$ cat src/rtl/ted_pkg.sv
`default_nettype none
// ----------------------------------------------------------------------------
// ted_pkg
// Shared types and codes for the tracker event word deframer.
// ----------------------------------------------------------------------------
package ted_pkg;

    localparam int WORD_W = 32;

    localparam logic [1:0] REG_BLOCK_CHECK_BIT = 2'd0;
    localparam logic [1:0] REG_MAX_WIRE_HITS   = 2'd1;
    localparam logic [1:0] REG_MAX_SCINT_HITS  = 2'd2;

    localparam logic [3:0] TYPE_WIRE  = 4'd0;
    localparam logic [3:0] TYPE_SCINT = 4'd7;
    localparam logic [3:0] TYPE_EVENT = 4'd8;
    localparam logic [3:0] TYPE_EOF   = 4'd15;

    localparam logic [3:0] KIND_EVENT_ID    = 4'd0;
    localparam logic [3:0] KIND_EVENT_HDR   = 4'd1;
    localparam logic [3:0] KIND_WIRE        = 4'd2;
    localparam logic [3:0] KIND_SCINT       = 4'd3;
    localparam logic [3:0] KIND_BLOCK_DATE  = 4'd4;
    localparam logic [3:0] KIND_BLOCK_TIME  = 4'd5;
    localparam logic [3:0] KIND_STRAY_SCINT = 4'd6;
    localparam logic [3:0] KIND_STRAY_WIRE  = 4'd7;
    localparam logic [3:0] KIND_EOF         = 4'd8;
    localparam logic [3:0] KIND_TYPE_ERROR  = 4'd9;
    localparam logic [3:0] KIND_COUNT_ERROR = 4'd10;
    localparam logic [3:0] KIND_HALTED      = 4'd11;

    localparam logic [7:0]  BLOCK_CHECK_BIT_RST = 8'd23;
    localparam logic [7:0]  MAX_WIRE_HITS_RST   = 8'd96;
    localparam logic [3:0]  MAX_SCINT_HITS_RST  = 4'd8;
    localparam logic [23:0] EVENTS_MAX          = 24'hFFFFFF;
    localparam logic [15:0] BLOCKS_MAX          = 16'hFFFF;

    typedef enum logic [2:0] {
        CL_WIRE,
        CL_SCINT,
        CL_EVENT,
        CL_EOF,
        CL_OTHER
    } cls_t;

    typedef enum logic [2:0] {
        PH_IDLE,
        PH_EVHDR,
        PH_WIRES,
        PH_SCINTS,
        PH_BLKTIME,
        PH_HALT
    } phase_t;

    typedef struct packed {
        logic [WORD_W-1:0] word;
        cls_t              cls;
        logic              blk_bit;
    } item_t;

    typedef struct packed {
        logic [7:0] max_wire_hits;
        logic [3:0] max_scint_hits;
    } limits_t;

    typedef struct packed {
        logic [3:0]  word_kind;
        logic [6:0]  hit_channel;
        logic [15:0] hit_time;
        logic [7:0]  hit_slot;
        logic [15:0] event_number;
        logic [11:0] block_number;
        logic [7:0]  wire_total;
        logic [3:0]  scint_total;
        logic        event_complete;
        logic [23:0] events_read;
        logic [23:0] events_expected;
        logic [15:0] blocks_seen;
    } res_t;

endpackage
`default_nettype wire

$ cat src/rtl/ted_front.sv
`default_nettype none
// ----------------------------------------------------------------------------
// ted_front
// Accept words, classify the entry type and queue them for the back end.
// ----------------------------------------------------------------------------
module ted_front (
    input  wire logic          clk,
    input  wire logic          rst_n,
    input  wire logic          push,
    output logic               full,
    input  wire logic [31:0]   data_word,
    input  wire logic [4:0]    block_check_bit,
    output logic               head_valid,
    output ted_pkg::item_t     head,
    input  wire logic          head_take
);
    import ted_pkg::*;

    item_t       mem_reg [2];
    logic        wr_ptr_reg;
    logic        rd_ptr_reg;
    logic [1:0]  count_reg;
    logic [1:0]  count_next;
    item_t       in_item;
    logic        do_push;
    logic        do_pop;

    always_comb
    begin
        in_item.word    = data_word;
        in_item.blk_bit = data_word[block_check_bit];
        unique case (data_word[31:28])
            TYPE_WIRE:  in_item.cls = CL_WIRE;
            TYPE_SCINT: in_item.cls = CL_SCINT;
            TYPE_EVENT: in_item.cls = CL_EVENT;
            TYPE_EOF:   in_item.cls = CL_EOF;
            default:    in_item.cls = CL_OTHER;
        endcase
    end

    assign full       = (count_reg == 2'd2);
    assign head_valid = (count_reg != 2'd0);
    assign head       = mem_reg[rd_ptr_reg];
    assign do_push    = push && !full;
    assign do_pop     = head_take && head_valid;

    always_comb
    begin
        count_next = count_reg;
        if (do_push && !do_pop)
        begin
            count_next = count_reg + 2'd1;
        end
        else if (do_pop && !do_push)
        begin
            count_next = count_reg - 2'd1;
        end
    end

    always_ff @(posedge clk or negedge rst_n)
    begin
        if (!rst_n)
        begin
            wr_ptr_reg <= 1'b0;
            rd_ptr_reg <= 1'b0;
            count_reg  <= 2'd0;
        end
        else
        begin
            count_reg <= count_next;
            if (do_push)
            begin
                wr_ptr_reg <= ~wr_ptr_reg;
            end
            if (do_pop)
            begin
                rd_ptr_reg <= ~rd_ptr_reg;
            end
        end
    end

    always_ff @(posedge clk)
    begin
        if (do_push)
        begin
            mem_reg[wr_ptr_reg] <= in_item;
        end
    end

endmodule
`default_nettype wire

$ cat src/rtl/ted_back.sv
`default_nettype none
// ----------------------------------------------------------------------------
// ted_back
// Follow the event and block framing and queue one result per word.
// ----------------------------------------------------------------------------
module ted_back (
    input  wire logic            clk,
    input  wire logic            rst_n,
    input  wire logic            item_valid,
    input  wire ted_pkg::item_t  item,
    output logic                 item_take,
    input  wire ted_pkg::limits_t limits,
    output logic                 empty,
    input  wire logic            pop,
    output ted_pkg::res_t        res
);
    import ted_pkg::*;

    phase_t      phase_reg, phase_next;
    logic [7:0]  wires_left_reg, wires_left_next;
    logic [3:0]  scints_left_reg, scints_left_next;
    logic [7:0]  slot_reg, slot_next;
    logic [15:0] cur_event_reg, cur_event_next;
    logic [11:0] cur_block_reg, cur_block_next;
    logic [7:0]  wire_count_reg, wire_count_next;
    logic [3:0]  scint_count_reg, scint_count_next;
    logic [23:0] good_events_reg, good_events_next;
    logic [15:0] block_counter_reg, block_counter_next;
    logic [7:0]  wires_dec;
    logic [3:0]  scints_dec;
    logic [31:0] w;
    res_t        r;

    res_t        mem_reg [2];
    logic        wr_ptr_reg;
    logic        rd_ptr_reg;
    logic [1:0]  count_reg;
    logic [1:0]  count_next;
    logic        out_full;
    logic        do_pop;

    assign out_full   = (count_reg == 2'd2);
    assign item_take  = item_valid && !out_full;
    assign do_pop     = pop && !empty;
    assign empty      = (count_reg == 2'd0);
    assign res        = mem_reg[rd_ptr_reg];
    assign w          = item.word;
    assign wires_dec  = wires_left_reg - 8'd1;
    assign scints_dec = scints_left_reg - 4'd1;

    always_comb
    begin
        phase_next         = phase_reg;
        wires_left_next    = wires_left_reg;
        scints_left_next   = scints_left_reg;
        slot_next          = slot_reg;
        cur_event_next     = cur_event_reg;
        cur_block_next     = cur_block_reg;
        wire_count_next    = wire_count_reg;
        scint_count_next   = scint_count_reg;
        good_events_next   = good_events_reg;
        block_counter_next = block_counter_reg;
        r                  = '0;

        unique case (phase_reg)
            PH_IDLE:
            begin
                case (item.cls)
                    CL_EVENT:
                    begin
                        cur_event_next = w[15:0];
                        cur_block_next = w[27:16];
                        phase_next     = PH_EVHDR;
                        r.word_kind    = KIND_EVENT_ID;
                    end
                    CL_EOF:
                    begin
                        r.events_expected = w[23:0];
                        phase_next        = PH_HALT;
                        r.word_kind       = KIND_EOF;
                    end
                    CL_SCINT:
                    begin
                        r.word_kind   = KIND_STRAY_SCINT;
                        r.hit_channel = {4'd0, w[18:16]};
                        r.hit_time    = w[15:0];
                    end
                    default:
                    begin
                        if (!item.blk_bit)
                        begin
                            r.word_kind   = KIND_STRAY_WIRE;
                            r.hit_channel = w[22:16];
                            r.hit_time    = w[15:0];
                        end
                        else
                        begin
                            phase_next  = PH_BLKTIME;
                            r.word_kind = KIND_BLOCK_DATE;
                        end
                    end
                endcase
            end
            PH_BLKTIME:
            begin
                if (block_counter_reg != BLOCKS_MAX)
                begin
                    block_counter_next = block_counter_reg + 16'd1;
                end
                phase_next  = PH_IDLE;
                r.word_kind = KIND_BLOCK_TIME;
            end
            PH_EVHDR:
            begin
                wire_count_next  = w[23:16];
                scint_count_next = w[27:24];
                if (item.cls != CL_EVENT)
                begin
                    phase_next  = PH_HALT;
                    r.word_kind = KIND_TYPE_ERROR;
                end
                else if (w[23:16] > limits.max_wire_hits
                         || w[27:24] > limits.max_scint_hits)
                begin
                    phase_next  = PH_HALT;
                    r.word_kind = KIND_COUNT_ERROR;
                end
                else
                begin
                    r.word_kind      = KIND_EVENT_HDR;
                    wires_left_next  = w[23:16];
                    scints_left_next = w[27:24];
                    slot_next        = 8'd0;
                    if (w[23:16] != 8'd0)
                    begin
                        phase_next = PH_WIRES;
                    end
                    else if (w[27:24] != 4'd0)
                    begin
                        phase_next = PH_SCINTS;
                    end
                    else
                    begin
                        r.event_complete = 1'b1;
                        phase_next       = PH_IDLE;
                        if (good_events_reg != EVENTS_MAX)
                        begin
                            good_events_next = good_events_reg + 24'd1;
                        end
                    end
                end
            end
            PH_WIRES:
            begin
                if (item.cls != CL_WIRE)
                begin
                    phase_next  = PH_HALT;
                    r.word_kind = KIND_TYPE_ERROR;
                end
                else
                begin
                    r.word_kind     = KIND_WIRE;
                    r.hit_channel   = w[22:16];
                    r.hit_time      = w[15:0];
                    r.hit_slot      = slot_reg;
                    slot_next       = slot_reg + 8'd1;
                    wires_left_next = wires_dec;
                    if (wires_dec == 8'd0)
                    begin
                        slot_next = 8'd0;
                        if (scints_left_reg != 4'd0)
                        begin
                            phase_next = PH_SCINTS;
                        end
                        else
                        begin
                            r.event_complete = 1'b1;
                            phase_next       = PH_IDLE;
                            if (good_events_reg != EVENTS_MAX)
                            begin
                                good_events_next = good_events_reg + 24'd1;
                            end
                        end
                    end
                end
            end
            PH_SCINTS:
            begin
                if (item.cls != CL_SCINT)
                begin
                    phase_next  = PH_HALT;
                    r.word_kind = KIND_TYPE_ERROR;
                end
                else
                begin
                    r.word_kind      = KIND_SCINT;
                    r.hit_channel    = {4'd0, w[18:16]};
                    r.hit_time       = w[15:0];
                    r.hit_slot       = slot_reg;
                    slot_next        = slot_reg + 8'd1;
                    scints_left_next = scints_dec;
                    if (scints_dec == 4'd0)
                    begin
                        slot_next        = 8'd0;
                        r.event_complete = 1'b1;
                        phase_next       = PH_IDLE;
                        if (good_events_reg != EVENTS_MAX)
                        begin
                            good_events_next = good_events_reg + 24'd1;
                        end
                    end
                end
            end
            default:
            begin
                phase_next  = PH_HALT;
                r.word_kind = KIND_HALTED;
            end
        endcase

        r.event_number = cur_event_next;
        r.block_number = cur_block_next;
        r.wire_total   = wire_count_next;
        r.scint_total  = scint_count_next;
        r.events_read  = good_events_next;
        r.blocks_seen  = block_counter_next;
    end

    always_ff @(posedge clk or negedge rst_n)
    begin
        if (!rst_n)
        begin
            phase_reg         <= PH_IDLE;
            wires_left_reg    <= 8'd0;
            scints_left_reg   <= 4'd0;
            slot_reg          <= 8'd0;
            cur_event_reg     <= 16'd0;
            cur_block_reg     <= 12'd0;
            wire_count_reg    <= 8'd0;
            scint_count_reg   <= 4'd0;
            good_events_reg   <= 24'd0;
            block_counter_reg <= 16'd0;
        end
        else if (item_take)
        begin
            phase_reg         <= phase_next;
            wires_left_reg    <= wires_left_next;
            scints_left_reg   <= scints_left_next;
            slot_reg          <= slot_next;
            cur_event_reg     <= cur_event_next;
            cur_block_reg     <= cur_block_next;
            wire_count_reg    <= wire_count_next;
            scint_count_reg   <= scint_count_next;
            good_events_reg   <= good_events_next;
            block_counter_reg <= block_counter_next;
        end
    end

    always_comb
    begin
        count_next = count_reg;
        if (item_take && !do_pop)
        begin
            count_next = count_reg + 2'd1;
        end
        else if (do_pop && !item_take)
        begin
            count_next = count_reg - 2'd1;
        end
    end

    always_ff @(posedge clk or negedge rst_n)
    begin
        if (!rst_n)
        begin
            wr_ptr_reg <= 1'b0;
            rd_ptr_reg <= 1'b0;
            count_reg  <= 2'd0;
        end
        else
        begin
            count_reg <= count_next;
            if (item_take)
            begin
                wr_ptr_reg <= ~wr_ptr_reg;
            end
            if (do_pop)
            begin
                rd_ptr_reg <= ~rd_ptr_reg;
            end
        end
    end

    always_ff @(posedge clk)
    begin
        if (item_take)
        begin
            mem_reg[wr_ptr_reg] <= r;
        end
    end

endmodule
`default_nettype wire

$ cat src/rtl/tracker_event_word_deframer.sv
`default_nettype none
// ----------------------------------------------------------------------------
// tracker_event_word_deframer
// Decode a stream of 32-bit tracker readout words into one result per word.
//
// Input side: a word transfers on a clock edge with push high and full low.
// Result side: while empty is low the oldest result sits on the result ports;
// it transfers on a clock edge with pop high.
// Configuration: wr_en writes wr_data to the register chosen by wr_index on
// the same edge; write only while no word is in flight.
// The classifier tags each word as it enters the input queue; the framing
// state machine decodes the word at the head of that queue and writes its
// result into the result queue, which drives the result ports.
// Throughput: one word per cycle while the result queue has room; two-entry
// queues on both sides keep that rate with registered full and empty flags.
// When pop stays low the result queue fills, the state machine holds, and
// then the input queue fills and raises full. No word or result is dropped.
// Reset clears both queues, the framing state and all counters, and loads
// the register defaults. After an end-of-file word or an error every word
// gives a halted result until reset.
// ----------------------------------------------------------------------------
module tracker_event_word_deframer (
    input  wire logic        clk,
    input  wire logic        rst_n,
    input  wire logic        push,
    output logic             full,
    input  wire logic [31:0] data_word,
    output logic             empty,
    input  wire logic        pop,
    output logic [3:0]       word_kind,
    output logic [6:0]       hit_channel,
    output logic [15:0]      hit_time,
    output logic [7:0]       hit_slot,
    output logic [15:0]      event_number,
    output logic [11:0]      block_number,
    output logic [7:0]       wire_total,
    output logic [3:0]       scint_total,
    output logic             event_complete,
    output logic [23:0]      events_read,
    output logic [23:0]      events_expected,
    output logic [15:0]      blocks_seen,
    input  wire logic        wr_en,
    input  wire logic [1:0]  wr_index,
    input  wire logic [7:0]  wr_data
);
    import ted_pkg::*;

    logic [4:0] block_check_bit_reg;
    limits_t    limits_reg;
    logic       head_valid;
    item_t      head;
    logic       head_take;
    res_t       res;

    always_ff @(posedge clk or negedge rst_n)
    begin
        if (!rst_n)
        begin
            block_check_bit_reg       <= BLOCK_CHECK_BIT_RST[4:0];
            limits_reg.max_wire_hits  <= MAX_WIRE_HITS_RST;
            limits_reg.max_scint_hits <= MAX_SCINT_HITS_RST;
        end
        else if (wr_en)
        begin
            unique case (wr_index)
                REG_BLOCK_CHECK_BIT: block_check_bit_reg       <= wr_data[4:0];
                REG_MAX_WIRE_HITS:   limits_reg.max_wire_hits  <= wr_data;
                REG_MAX_SCINT_HITS:  limits_reg.max_scint_hits <= wr_data[3:0];
                default:             ;
            endcase
        end
    end

    ted_front u_front (
        .clk             (clk),
        .rst_n           (rst_n),
        .push            (push),
        .full            (full),
        .data_word       (data_word),
        .block_check_bit (block_check_bit_reg),
        .head_valid      (head_valid),
        .head            (head),
        .head_take       (head_take)
    );

    ted_back u_back (
        .clk        (clk),
        .rst_n      (rst_n),
        .item_valid (head_valid),
        .item       (head),
        .item_take  (head_take),
        .limits     (limits_reg),
        .empty      (empty),
        .pop        (pop),
        .res        (res)
    );

    assign word_kind       = res.word_kind;
    assign hit_channel     = res.hit_channel;
    assign hit_time        = res.hit_time;
    assign hit_slot        = res.hit_slot;
    assign event_number    = res.event_number;
    assign block_number    = res.block_number;
    assign wire_total      = res.wire_total;
    assign scint_total     = res.scint_total;
    assign event_complete  = res.event_complete;
    assign events_read     = res.events_read;
    assign events_expected = res.events_expected;
    assign blocks_seen     = res.blocks_seen;

    a_slot_only_on_hits: assert property (@(posedge clk) disable iff (!rst_n)
        (!empty && word_kind != KIND_WIRE && word_kind != KIND_SCINT) |-> hit_slot == 8'd0)
        else $error("hit slot set on a non-hit result");

    a_complete_kind: assert property (@(posedge clk) disable iff (!rst_n)
        (!empty && event_complete) |->
            (word_kind == KIND_EVENT_HDR || word_kind == KIND_WIRE
             || word_kind == KIND_SCINT))
        else $error("event completed by a word that cannot end an event");

    a_expected_only_on_eof: assert property (@(posedge clk) disable iff (!rst_n)
        (!empty && word_kind != KIND_EOF) |-> events_expected == 24'd0)
        else $error("event total reported outside an end-of-file result");

    a_complete_counts: assert property (@(posedge clk) disable iff (!rst_n)
        (!empty && event_complete) |-> events_read != 24'd0)
        else $error("completed event not counted");

endmodule
`default_nettype wire
$ cat config.mk
export PLATFORM = sky130hd
export DESIGN_NAME = tracker_event_word_deframer
export DESIGN_NICKNAME = d
export VERILOG_FILES = /design/src/rtl/ted_pkg.sv /design/src/rtl/ted_front.sv /design/src/rtl/ted_back.sv /design/src/rtl/tracker_event_word_deframer.sv
export SDC_FILE = /design/constraint.sdc
export NUM_CORES = 1
export LEC_CHECK = 0
export ABC_AREA = 1
export BUFFER_PORTS_ARGS = -buffer_cell sky130_fd_sc_hd__buf_2
export CAP_MARGIN = 5
export CELL_PAD_IN_SITES_DETAIL_PLACEMENT = 1
export CELL_PAD_IN_SITES_GLOBAL_PLACEMENT = 2
export CORE_MARGIN = 3
export CORE_UTILIZATION = 34
export CTS_CLUSTER_DIAMETER = 50
export DETAILED_ROUTE_END_ITERATION = 8
export PLACE_DENSITY_LB_ADDON = 0.08
export SLEW_MARGIN = 20
export SYNTH_ARGS = -nofsm -noshare
export SYNTH_HDL_FRONTEND = slang
export SYNTH_SLANG_ARGS = --single-unit
export TNS_END_PERCENT = 5
$ cat constraint.sdc
create_clock -name clk -period 6.8 [get_ports clk]
set_clock_uncertainty 0.2 [all_clocks]
set_input_delay 1.36 -clock clk [delete_from_list [all_inputs] [get_ports clk]]
set_output_delay 1.36 -clock clk [all_outputs]
set_load 0.01 [all_outputs]
Yosys cells after proc, flatten, opt, wreduce, memory -nomap -nowiden

Memories as Yosys holds them, arrays and structs flattened.
Index checks and enable logic that the tools add are counted.

Memories kept: 2
Input port bits: 47
Flip-flop bits (word level): 128
Memory bits (writable): 352
Word-level logic and storage cells: 185
Output and inout port bits: 142

Mux-type cells: 82
Bitwise gates (word level): 4
Equality and inequality tests: 26
Add/subtract/negate cells: 9
Reductions and logical operators: 40
Magnitude comparators: 3

Memory list:

| name            | words | bits a word | rd ports | clocked after memory_dff | write ports | RTL line        | RTL |
|---|---|---|---|---|---|---|---|
| u_back.mem_reg  | 2     | 140         | 1        | 0                        | 1           | ted_back.sv:34  | `res_t mem_reg [2];` |
| u_front.mem_reg | 2     | 36          | 1        | 0                        | 1           | ted_front.sv:19 | `item_t mem_reg [2];` |

Operators by type and width:

| cell                    | number |
|---|---|
| $mux W24                | 12 |
| $mux W8                 | 10 |
| $pmux W24 S3            | 1 |
| $pmux W23 S3            | 1 |
| $mux W16                | 4 |
| $pmux W23 S2            | 1 |
| $mux W4                 | 8 |
| $pmux W8 S2             | 2 |
| $mux W31                | 1 |
| $mux W27                | 1 |
| $add A24 B1 Y24 const B | 1 |
| $mux W12                | 2 |
| $mux W3                 | 8 |
| $ne A24 B24 Y1 const B  | 1 |
| $pmux W8 S3             | 1 |
| $mux W23                | 1 |
| $pmux W4 S5             | 1 |
| $add A16 B1 Y16 const B | 1 |
| $ne A16 B16 Y1 const B  | 1 |
| $pmux W3 S5             | 1 |
| $reduce_and A5 Y1       | 3 |
| $mux W1                 | 14 |
| $mux W2                 | 7 |
| $eq A3 B2 Y1 const B    | 4 |
| 39 further kinds        | 77 |

Logic depth before layout (Yosys ltp)

Gate-level depths: netlist of the first run.

Depth after elaboration: 7
Mapped depth: 22
Gate-level depth less buffers: 20

Cells and area by module

Synthesis of the first run repeated with hierarchy kept, for this count alone.

Cell total of the unflattened synthesis: 2343
Area total of the unflattened synthesis: 21994.8 um^2

By module, submodules not included:

| module                      | seq. area each (um^2) | area each (um^2) | cells an instance | instances |
|---|---|---|---|---|
| ted_back                    | 11085.6               | 18054.8          | 1970              | 1 |
| ted_front                   | 2262.2                | 3206.8           | 296               | 1 |
| tracker_event_word_deframer | 434.2                 | 733.2            | 77                | 1 |

Worst setup path before layout of the first run

No wires, ideal clock.

Kind: reg2reg
Start: register u_back.count_reg[1]
End: memory u_back.mem_reg[1][0] in the netlist's numbering, enable pin
Buffers on the path: 1
Data required time: 5957 ps
Library setup time: 643 ps
Cell stages (with the launch flop): 5
Path slack: -747 ps
Arrival time: 6704 ps
Path through: dfrtp_1 > inv_1 > o22ai_2 > clkbuf_1 > nor2_1

Longest elaborated chain between the ends: 5

RTL lines:

| what                          | RTL line        | RTL |
|---|---|---|
| start, declared               | ted_back.sv:37  | `logic [1:0] count_reg;` |
| start signal, assigned        | ted_back.sv:282 | `count_reg <= count_next;` |
| $eq A2 B2 Y1                  | ted_back.sv:42  | `assign out_full = (count_reg == 2'd2);` |
| $logic_not A1 Y1              | ted_back.sv:43  | `assign item_take = item_valid && !out_full;` |
| $logic_and A1 B1 Y1           | ted_back.sv:43  |  |
| $mux W1                       | ted_back.sv:296 | `if (item_take)` |
| $mux W1 (implied by the code) | ted_back.sv:298 | `mem_reg[wr_ptr_reg] <= r;` |
| end, declared                 | ted_back.sv:34  |  |

No other way between the ends.

Worst setup path in the final report of the first run

Start: register u_back.rd_ptr_reg
End: output hit_time[6]

Longest elaborated chain between the ends: 1

RTL lines:

| what                   | RTL line                          | RTL |
|---|---|---|
| start, declared        | ted_back.sv:36                    | `logic rd_ptr_reg;` |
| start signal, assigned | ted_back.sv:289                   | `rd_ptr_reg <= ~rd_ptr_reg;` |
| $mem_v2 Z2 W140        | n/a                               |  |
| end, declared          | tracker_event_word_deframer.sv:32 | `output logic [15:0] hit_time,` |

No other way between the ends.

==> results of run 1 <==
==> worst max-delay path by stage <==
stage                        startpoint               endpoint  cells after the start  slack (ps)
detailed placement   u_front.rd_ptr_reg  u_back.mem_reg[0][40]                     12        2760
floorplan           u_back.count_reg[1]   u_back.mem_reg[0][0]                      4        -710
global placement      u_back.rd_ptr_reg            hit_time[6]                      5        2740
CTS                   u_back.rd_ptr_reg            hit_time[6]                      5        2240
finish                u_back.rd_ptr_reg            hit_time[6]                      5        2350
global route          u_back.rd_ptr_reg        blocks_seen[12]                      5        2110
==> stage by stage <==
| step | hold slack [ps] | setup slack, ps | power [µW] |
|---|---|---|---|
| finish | 279 | 2350 | 13300 |
| floorplan | 249 | -715 | 7820 |
| detailed placement | 265 | 2760 | 9850 |
| global placement | 262 | 2740 | 9700 |
| CTS | 282 | 2240 | 13500 |
| global route | 302 | 2110 | 14200 |
==> layout by cell type (no fill, tap or decap), types with 5 or more instances in the layout <==
| cell type | n |
|---|---|
| dfstp_2 | 7 |
| nor3_1 | 13 |
| nand3_2 | 30 |
| ha_1 | 21 |
| o21ai_1 | 19 |
| dfrtp_1 | 119 |
| a21oi_1 | 43 |
| o21ai_0 | 133 |
| clkinv_2 | 5 |
| inv_2 | 8 |
| nand4_1 | 11 |
| o211ai_1 | 9 |
| clkinv_1 | 6 |
| clkbuf_16 | 71 |
| nand2_2 | 15 |
| clkbuf_1 | 14 |
| nand2_1 | 991 |
| nor2_4 | 8 |
| nand3_1 | 81 |
| buf_2 | 187 |
| nor2_2 | 7 |
| inv_6 | 17 |
| inv_1 | 197 |
| edfxtp_1 | 344 |
| nor2_1 | 193 |
| o21ai_2 | 9 |
| buf_4 | 15 |
| xor2_1 | 28 |
| bufinv_16 | 6 |
| mux2i_1 | 20 |
==> cell type report <==
class	instances	area, µm²
clock buffer	89	1880
clock inverter	37	435
multi-input combinational	1671	7730
timing repair buffer	207	1140
tap	855	1070
inverter	210	797
sequential	472	13500
fill	7468	38300
==> per-layer routing <==
metal	vias to the layer above	track usage, %
met3	63	2.93
met2	274	32.9
met5	-	0
met1	8506	28.1
met4	0	4.49
li1	8356	-
==> worst min-delay path, stage by stage (launching register included) <==
cell,delay [ps]
dfrtp_1,340
nand2_1,50
nand2_1,50
==> kinds of logic (layout without fill, tap and decap cells) <==
logic type / count (synthesis) / count (layout)
AO/OA/AOI/OAI: 237 / 237
XOR/XNOR: 30 / 30
adder cells (fa/ha/maj): 21 / 21
buffers and inverters: 313 / 543
flip-flops: 472 / 472
multiplexers: 20 / 20
AND/OR/NAND/NOR: 1363 / 1363
==> power by group <==
| group | total [µW] | switching [µW] | internal [µW] |
|---|---|---|---|
| Combinational | 4670 | 3430 | 1240 |
| Clock | 3620 | 1390 | 2230 |
| Sequential | 4990 | 427 | 4560 |
| Total | 13300 | 5250 | 8030 |
==> results, run 1 <==
- For this run, the share of the core covered by cells in the final layout is between 40% and 50%.
- The number of buffers and inverters on the critical path is 3.
- The highest layer touched by signal routing is met4.
- STA classifies the critical path startpoint as a flip-flop.
- Setup violations remaining at the end of the flow were counted as 0.
- The unique cell type count in the Yosys netlist is 57.
- The classification of the worst-slack hold path is reg -> reg.
- The warning count from the yosys run is 0.
- For the worst-skew pair, the clock arrives at the later sink with an insertion delay of 600 ps.
- The via count of the first global-routing pass is roughly 18000.
- By area, the combinational part of the netlist is dominated by simple AND/OR/NAND/NOR gates.
- The total iterations of the first detailed-routing run is 5.
- Among the stages of the critical path, the cell type that occurs most often is nand2_1.
- The total of hold buffers inserted after clock tree synthesis is 0.
- The total length of routed wires is 69500 µm.
- The slowest library cell on the worst path is inv_6.
- The die span in x is about 260 µm.
- The portion of synthesized area spent on multiplexers is 0.889%.
- By instance count, the leading cell after synthesis is nand2_1.
- The total global-route track usage is approximately a fifth.
- The number of gates resized after cts is 0.
- Entering global routing, the biggest net connects 142 pins.
- The synthesized netlist devotes roughly 25% of its cell area to simple gates.
- The run finished with clean final reports.
- By area the synthesized netlist is led by edfxtp_1 (46%), nand2_1 (17%), dfrtp_1 (13%).
- The data arrival time of the worst path is 2890 ps.
- Once detailed placement completed, the half-perimeter wirelength came to about 46000 µm.
- For hold timing, the worst endpoint is u_back.cur_event_reg[1].
- Clock-pin slew was measured on the worst setup and hold paths at roughly 60 ps.
- The minimum clock period is about 4500 ps.
- The area added between synthesis and finish is 18.2%.
- The global-route congestion overflow total is 0.
- After synthesis the cells add up to between 0.02 and 0.025 mm².
- The most area-hungry cell type in the Yosys netlist is edfxtp_1.
- The diode insertion count for antenna repair is 0.
- The relative max-transition margin is between 20% and 30%.
- The finished layout holds 3541 standard cells, fillers aside.
- The area share of the largest cell type after synthesis is a little under half.
- The cell area after placement is 0.0243 mm².
- The total count of max-transition violations in the final report is 0.
- The number of rows in the core area is slightly above 90.
- The synthesized netlist devotes 5.91% of its cell area to compound gates.
- For this design the top-level I/O count stands at 189.
- The total setup buffers inserted after CTS is 0.
- The signal on the critical path passes through inv_6, buf_4, nand2_1, nand2_1, buf_2.
- The via count normalized by instance count is 4.86.
- The power density normalized to cell area is 499 mW/mm².
- The ratio of final minimum period to clock period is 65.5%.
- The cell type group with the largest total delay on the critical path is buffers and inverters.
- Measured in cells, the most critical reg-to-reg path has a length of 12.
- The cell sitting at the root of the clock tree is a clkbuf_16.
- The net count after synthesis is 2524.
- The parity-gate share of the synthesized area counting xor and xnor cells is 1.17%.
- Setup repair after global routing left no endpoint under its margin.
- In this run, CTS created clock tree buffers numbering 69.
- The clock net in this run drives a total of 472 sinks.
- Summing the areas of all fa, ha and maj instances in the mapped netlist gives 1.17% of the synthesized area.
- The total met3 wirelength after detailed routing is roughly 2500 µm.
- Counting instances, the worst hold path has a depth of 2.
- The number of flip-flops under the largest register name is 280.
- The count of state elements after synthesis is 472.
- The most used flip-flop cell after synthesis is edfxtp_1.
- The detailed router put a total of about 33000 µm of wire on met1.
- The number of antenna violations at the first check in global routing is 2.
- The leakage dissipation is 0.0119 µW.
- Input and output buffers added on the ports amount to 188.
- The total count of hold-check failures in the final report came to 0.
- The number of max-capacitance violations reported is 0.
- The share of synthesized registers carrying an async set or reset is 27.1%.
- The clock tree synthesis step divided the H-tree into 3 levels.
- The capturing element type of the critical path is an output port.
- Synthesis produced a netlist whose cell count is ~2500.
- The initial utilization of the core area, before any placement, comes to about a third.
- The maximum fanout along the worst path is 98.
- For the worst setup path, the data required time is 5240 ps.
- Counting along the longest clock path gives a buffer depth of 3.
- For this run, the slowest stage of the critical path takes 650 ps.
- The wire length of the first global-routing pass is 108000 µm.
- The startpoint of the worst register-to-register path is u_front.rd_ptr_reg.
- The post-route netlist has between 15 and 20% of its cells at a drive strength greater than 1.
- The routability-driven placement congestion ratio is 0.784.
- The worst-case IR drop observed on VDD is between 0.3 and 0.4 mV.
- Summed over all failing endpoints, the final setup total negative slack is 0 ps.
- The setup check on the worst reg-to-reg path leaves a slack of roughly 2800 ps.
- The number of remaining DRC errors is 0.
- The floorplan die height is ~260 µm.
- The number of enable flip-flop cells after synthesis is 344.
- The number of nets at the end of the flow is 2699.
- Detailed routing placed a total of 32700 µm of wire on met2.
- The kind of critical path is reg -> out.
- In this run the most critical hold path is launched from u_back.cur_event_reg[1].
- For the pin with the worst max-slew slack, the measured transition is 1070 ps.
- The total area inside the core boundary comes to between 0.06 and 0.07 mm².
- Based on the critical path, the design can be clocked at up to 225 MHz.
- Summing over every cut layer, the via total after detailed routing is ~17000.
- The remaining antenna violation count after routing is 0.
- By count the netlist is led by nand2_1 (991), edfxtp_1 (344), nor2_1 (199).
- The initial detailed-routing violation count is 965.
- The CTS tree is done.
- Of the synthesized area, sequential elements account for 60.2%.
- The average footprint of a synthesized cell is between 9 and 10 µm².
- The worst register-to-register path ends at u_back.mem_reg[0][56].
- In this run, placement finished with an instance count of 3414.
- The floorplan die area is 0.0693 mm².
- In the final routed layout, each cell accounts on average for 19.6 µm.
- The design area is approximately 0.027 mm².
(Power assumes the default switching activity.)
==> run 2: changes to the inputs <==
CORE_UTILIZATION = 35   (was 34)
clock period = 4.5 ns   (was 6.8 ns; I/O delays follow)
==> results, run 2 (synthesized netlist as in run 1, its figures left out) <==
- The global-route congestion overflow total is 0 (unchanged).
- The number of flip-flops under the largest register name was 280 (unchanged).
- The type of origin of the critical path is a flip-flop.
- The source-to-sink clock delay at the later pin of the worst-skew pair is 620 ps (+20 ps).
- The total negative setup slack came to 0 ps (unchanged).
- The maximum buffer depth of the clock tree is 3 (unchanged).
- The share of total power consumed by net switching is 39.9% (+0.38 points).
- The power density normalized to cell area is 746 mW/mm² (+50%).
- The number of antenna violations at the first check in global routing is 1 (-1).
- The count of buffers inserted at the top-level ports is 188 (unchanged).
- The area added between synthesis and finish is 18.1% (about the same).
- The number of I/O pins came to 189 (unchanged).
- The combined area of the multi-input logic cells is 0.00773 mm² (unchanged).
- The number of remaining DRC errors was 0 (unchanged).
- The die span in x is 260 µm (-1.4%).
- The number of filler instances in the final layout is 7301 (-2.2%).
- The wire length of the first global-routing pass is 108000 µm (+0.22%).
- The cell type with the highest occurrence count on the critical path is nand2_1.
- The maximum operating frequency is 262 MHz.
- The number of gates resized after cts is 0 (unchanged).
- The number of rows in the core area is 92 (-1.1%).
- Broken down by cell family, the worst path's largest delay share belongs to simple AND/OR/NAND/NOR gates.
- The sequential group share of total power is 37.9% (+0.3 points).
- The largest net degree at the start of global routing is 104 (-27%).
- The number of buffers and inverters on the critical path was 3 (unchanged).
- The total length of routed wires is 69900 µm (+0.59%).
- The clock share of power is 24.9% (-2.3 points).
- The biggest cell delay along the critical path is 690 ps (+40 ps).
- The run finished with clean final reports.
- The total count of max-transition violations in the final report is 0 (unchanged).
- The slowest stage of the critical path belongs to the cell dfrtp_2.
- The placeable core area came to 0.0633 mm² (-2.5%).
- The clock transition at the register clock pins on the worst setup and hold paths after CTS was 60 ps (about the same).
- The total setup buffers inserted after CTS is 0 (unchanged).
- The slew of the pin with the lowest slew margin is 1060 ps (-3.79 ps).
- Leaving out fill and tap cells, the most frequent cell in the layout is nand2_1.
- The path class of the tightest hold or removal check is in -> async.
- The worst path needs 3820 ps of the cycle, external delays included.
- The cell area after placement is 0.0245 mm² (+0.94%).
- The floorplan die height is 260 µm (-1.4%).
- The largest voltage drop on the vdd net was 0.498 mV (+47%).
- The diode insertion count for antenna repair is 0 (unchanged).
- The clock buffer count from CTS came to 61 (-12%).
- The total number of H-tree levels is 2 (-1).
- The via count normalized by instance count is 4.88 (+0.57%).
- The leakage dissipation came to 0.0119 µW (+0.12%).
- The combinational share of power is 37.2% (+2.0 points).
- The maximum fanout along the worst path came to 25 (-74%).
- The initial detailed-routing violation count is 909 (-5.8%).
- The count of final setup violators is 0 (unchanged).
- The number of nets at the end of the flow is 2715 (+0.59%).
- The fraction of layout instances using a drive strength above 1 was 15.9% (+0.48 points).
- The HPWL after detailed placement was 48200 µm (+4.6%).
- The number of max-capacitance violations reported is 0 (unchanged).
- The capturing element type of the critical path is a flip-flop.
- The final critical path takes up 84.9% of the cycle.
- The CTS sink count was 472 (unchanged).
- The critical path goes through buf_4, inv_4, o21ai_2, ha_1, inv_1, nand2_1, nand2_1, nand2_1, nand2_1, nand2_1, nand2_1, nand2_1, nand3_4, nor2_8, nand3_1, o211ai_2, nand3_1.
- The initial core utilization is 35.6% (+0.89 points).
- The total of hold buffers inserted after clock tree synthesis is 0 (unchanged).
- The total count of hold-check failures in the final report is 0 (unchanged).
- TritonCTS built the clock tree.
- The floorplan die area is 0.0674 mm² (-2.8%).
- The routability-driven placement congestion ratio is 0.807 (+2.9%).
- The remaining antenna violation count after routing is 0 (unchanged).
- The area of all sequential standard cells is 0.0135 mm² (unchanged).
- The worst endpoint required time was 4630 ps (-610 ps).
- The total iterations of the first detailed-routing run was 5 (unchanged).
- The clock root buffer master is clkbuf_16.
- Setup repair after global routing left no endpoint under its margin.
- The internal power consumption came to 11900 µW (+48%).
- The kind of critical path is reg -> reg.
- The data arrival time of the worst path is 3950 ps (+1060 ps).
- The relative max-transition margin was 28.8% (+0.25 points).
- The total global-route track usage is 20.9% (+0.85 points).
- The via count of the first global-routing pass came to 18100 (+1.2%).
- The wire length per cell is 19.7 µm (+0.48%).
- The overall via count from detail_route came to 17300 (+0.69%).
- The reported net switching power is 7920 µW (+51%).
- Leaving out fill and tap cells, the most frequent cells in the layout are nand2_1 (991), edfxtp_1 (344), inv_1 (197).
- The design area is 0.0266 mm² (about the same).
## run 2: cell types whose count changed in the layout (fill, tap and decap cells not counted), moves of 2 or more
cell,change
buf_12,+4
buf_4,+19
clkbuf_1,-2
clkbuf_16,-10
clkinv_2,+7
clkinvlp_4,+2
inv_6,-9
## run 2: worst paths after layout
kind                                          startpoint                     endpoint  slack (ps)  cells past startpoint
worst max-delay path                  u_front.rd_ptr_reg        u_back.mem_reg[0][57]         680                     17
worst min-delay path                               rst_n  u_back.block_counter_reg[5]          80                      1
worst max register to register        u_front.rd_ptr_reg        u_back.mem_reg[0][57]         680                     17
worst min register to register  u_back.wire_count_reg[5]     u_back.wire_count_reg[5]         280                      2
max in group asynchronous                          rst_n            u_back.rd_ptr_reg        3040                      2
min in group clk                u_back.wire_count_reg[5]     u_back.wire_count_reg[5]         280                      2
## run 2: stage by stage
step / power (µW) / setup slack, ps / utilization [%] / hold WS, ps / instances
floorplan: 11700 / -646 / - / 249 / 2456
global placement: 14900 / 838 / 38.7 / 261 / 3429
detailed placement: 15100 / 695 / 38.7 / 270 / 3429
CTS: 20200 / 632 / 42.0 / 80.7 / 3544
global route: 21200 / 337 / 42.0 / 103 / 3545
finish: 19800 / 680 / 42.0 / 76.0 / 3545
## run 2: power groups by stage
stage / registers (µW) / clock network [µW] / logic, µW
floorplan: 7430 / 0 / 4280
global placement: 7540 / 0 / 7380
global route: 7690 / 5270 / 8230
finish: 7520 / 4930 / 7390
CTS: 7530 / 5060 / 7560
detailed placement: 7610 / 0 / 7520
## run 2: area by class of cell
cell class,count,area share (%)
Clock buffer,77,6.12
Clock inverter,38,1.65
Inverter,210,2.99
Multi-Input combinational cell,1671,29.1
Sequential cell,472,50.9
Tap cell,846,3.98
Timing Repair Buffer,231,5.23
## run 2: worst register-to-register path, stage by stage (launching register included)
cell and delay (ps):
dfrtp_2 690, buf_4 450, inv_4 100, o21ai_2 290, ha_1 220, inv_1 50
nand2_1 60, nand2_1 50, nand2_1 50, nand2_1 40, nand2_1 50, nand2_1 40
nand2_1 130, nand3_4 160, nor2_8 480, nand3_1 200, o211ai_2 120, nand3_1 120
## run 2: layer usage
metal	vias up	track usage, %	share of wire, %
met5	-	0	0
met4	0	4.64	1.8
met3	74	2.94	3.7
met2	270	34.3	46
met1	8595	29.4	48
li1	8378	-	-
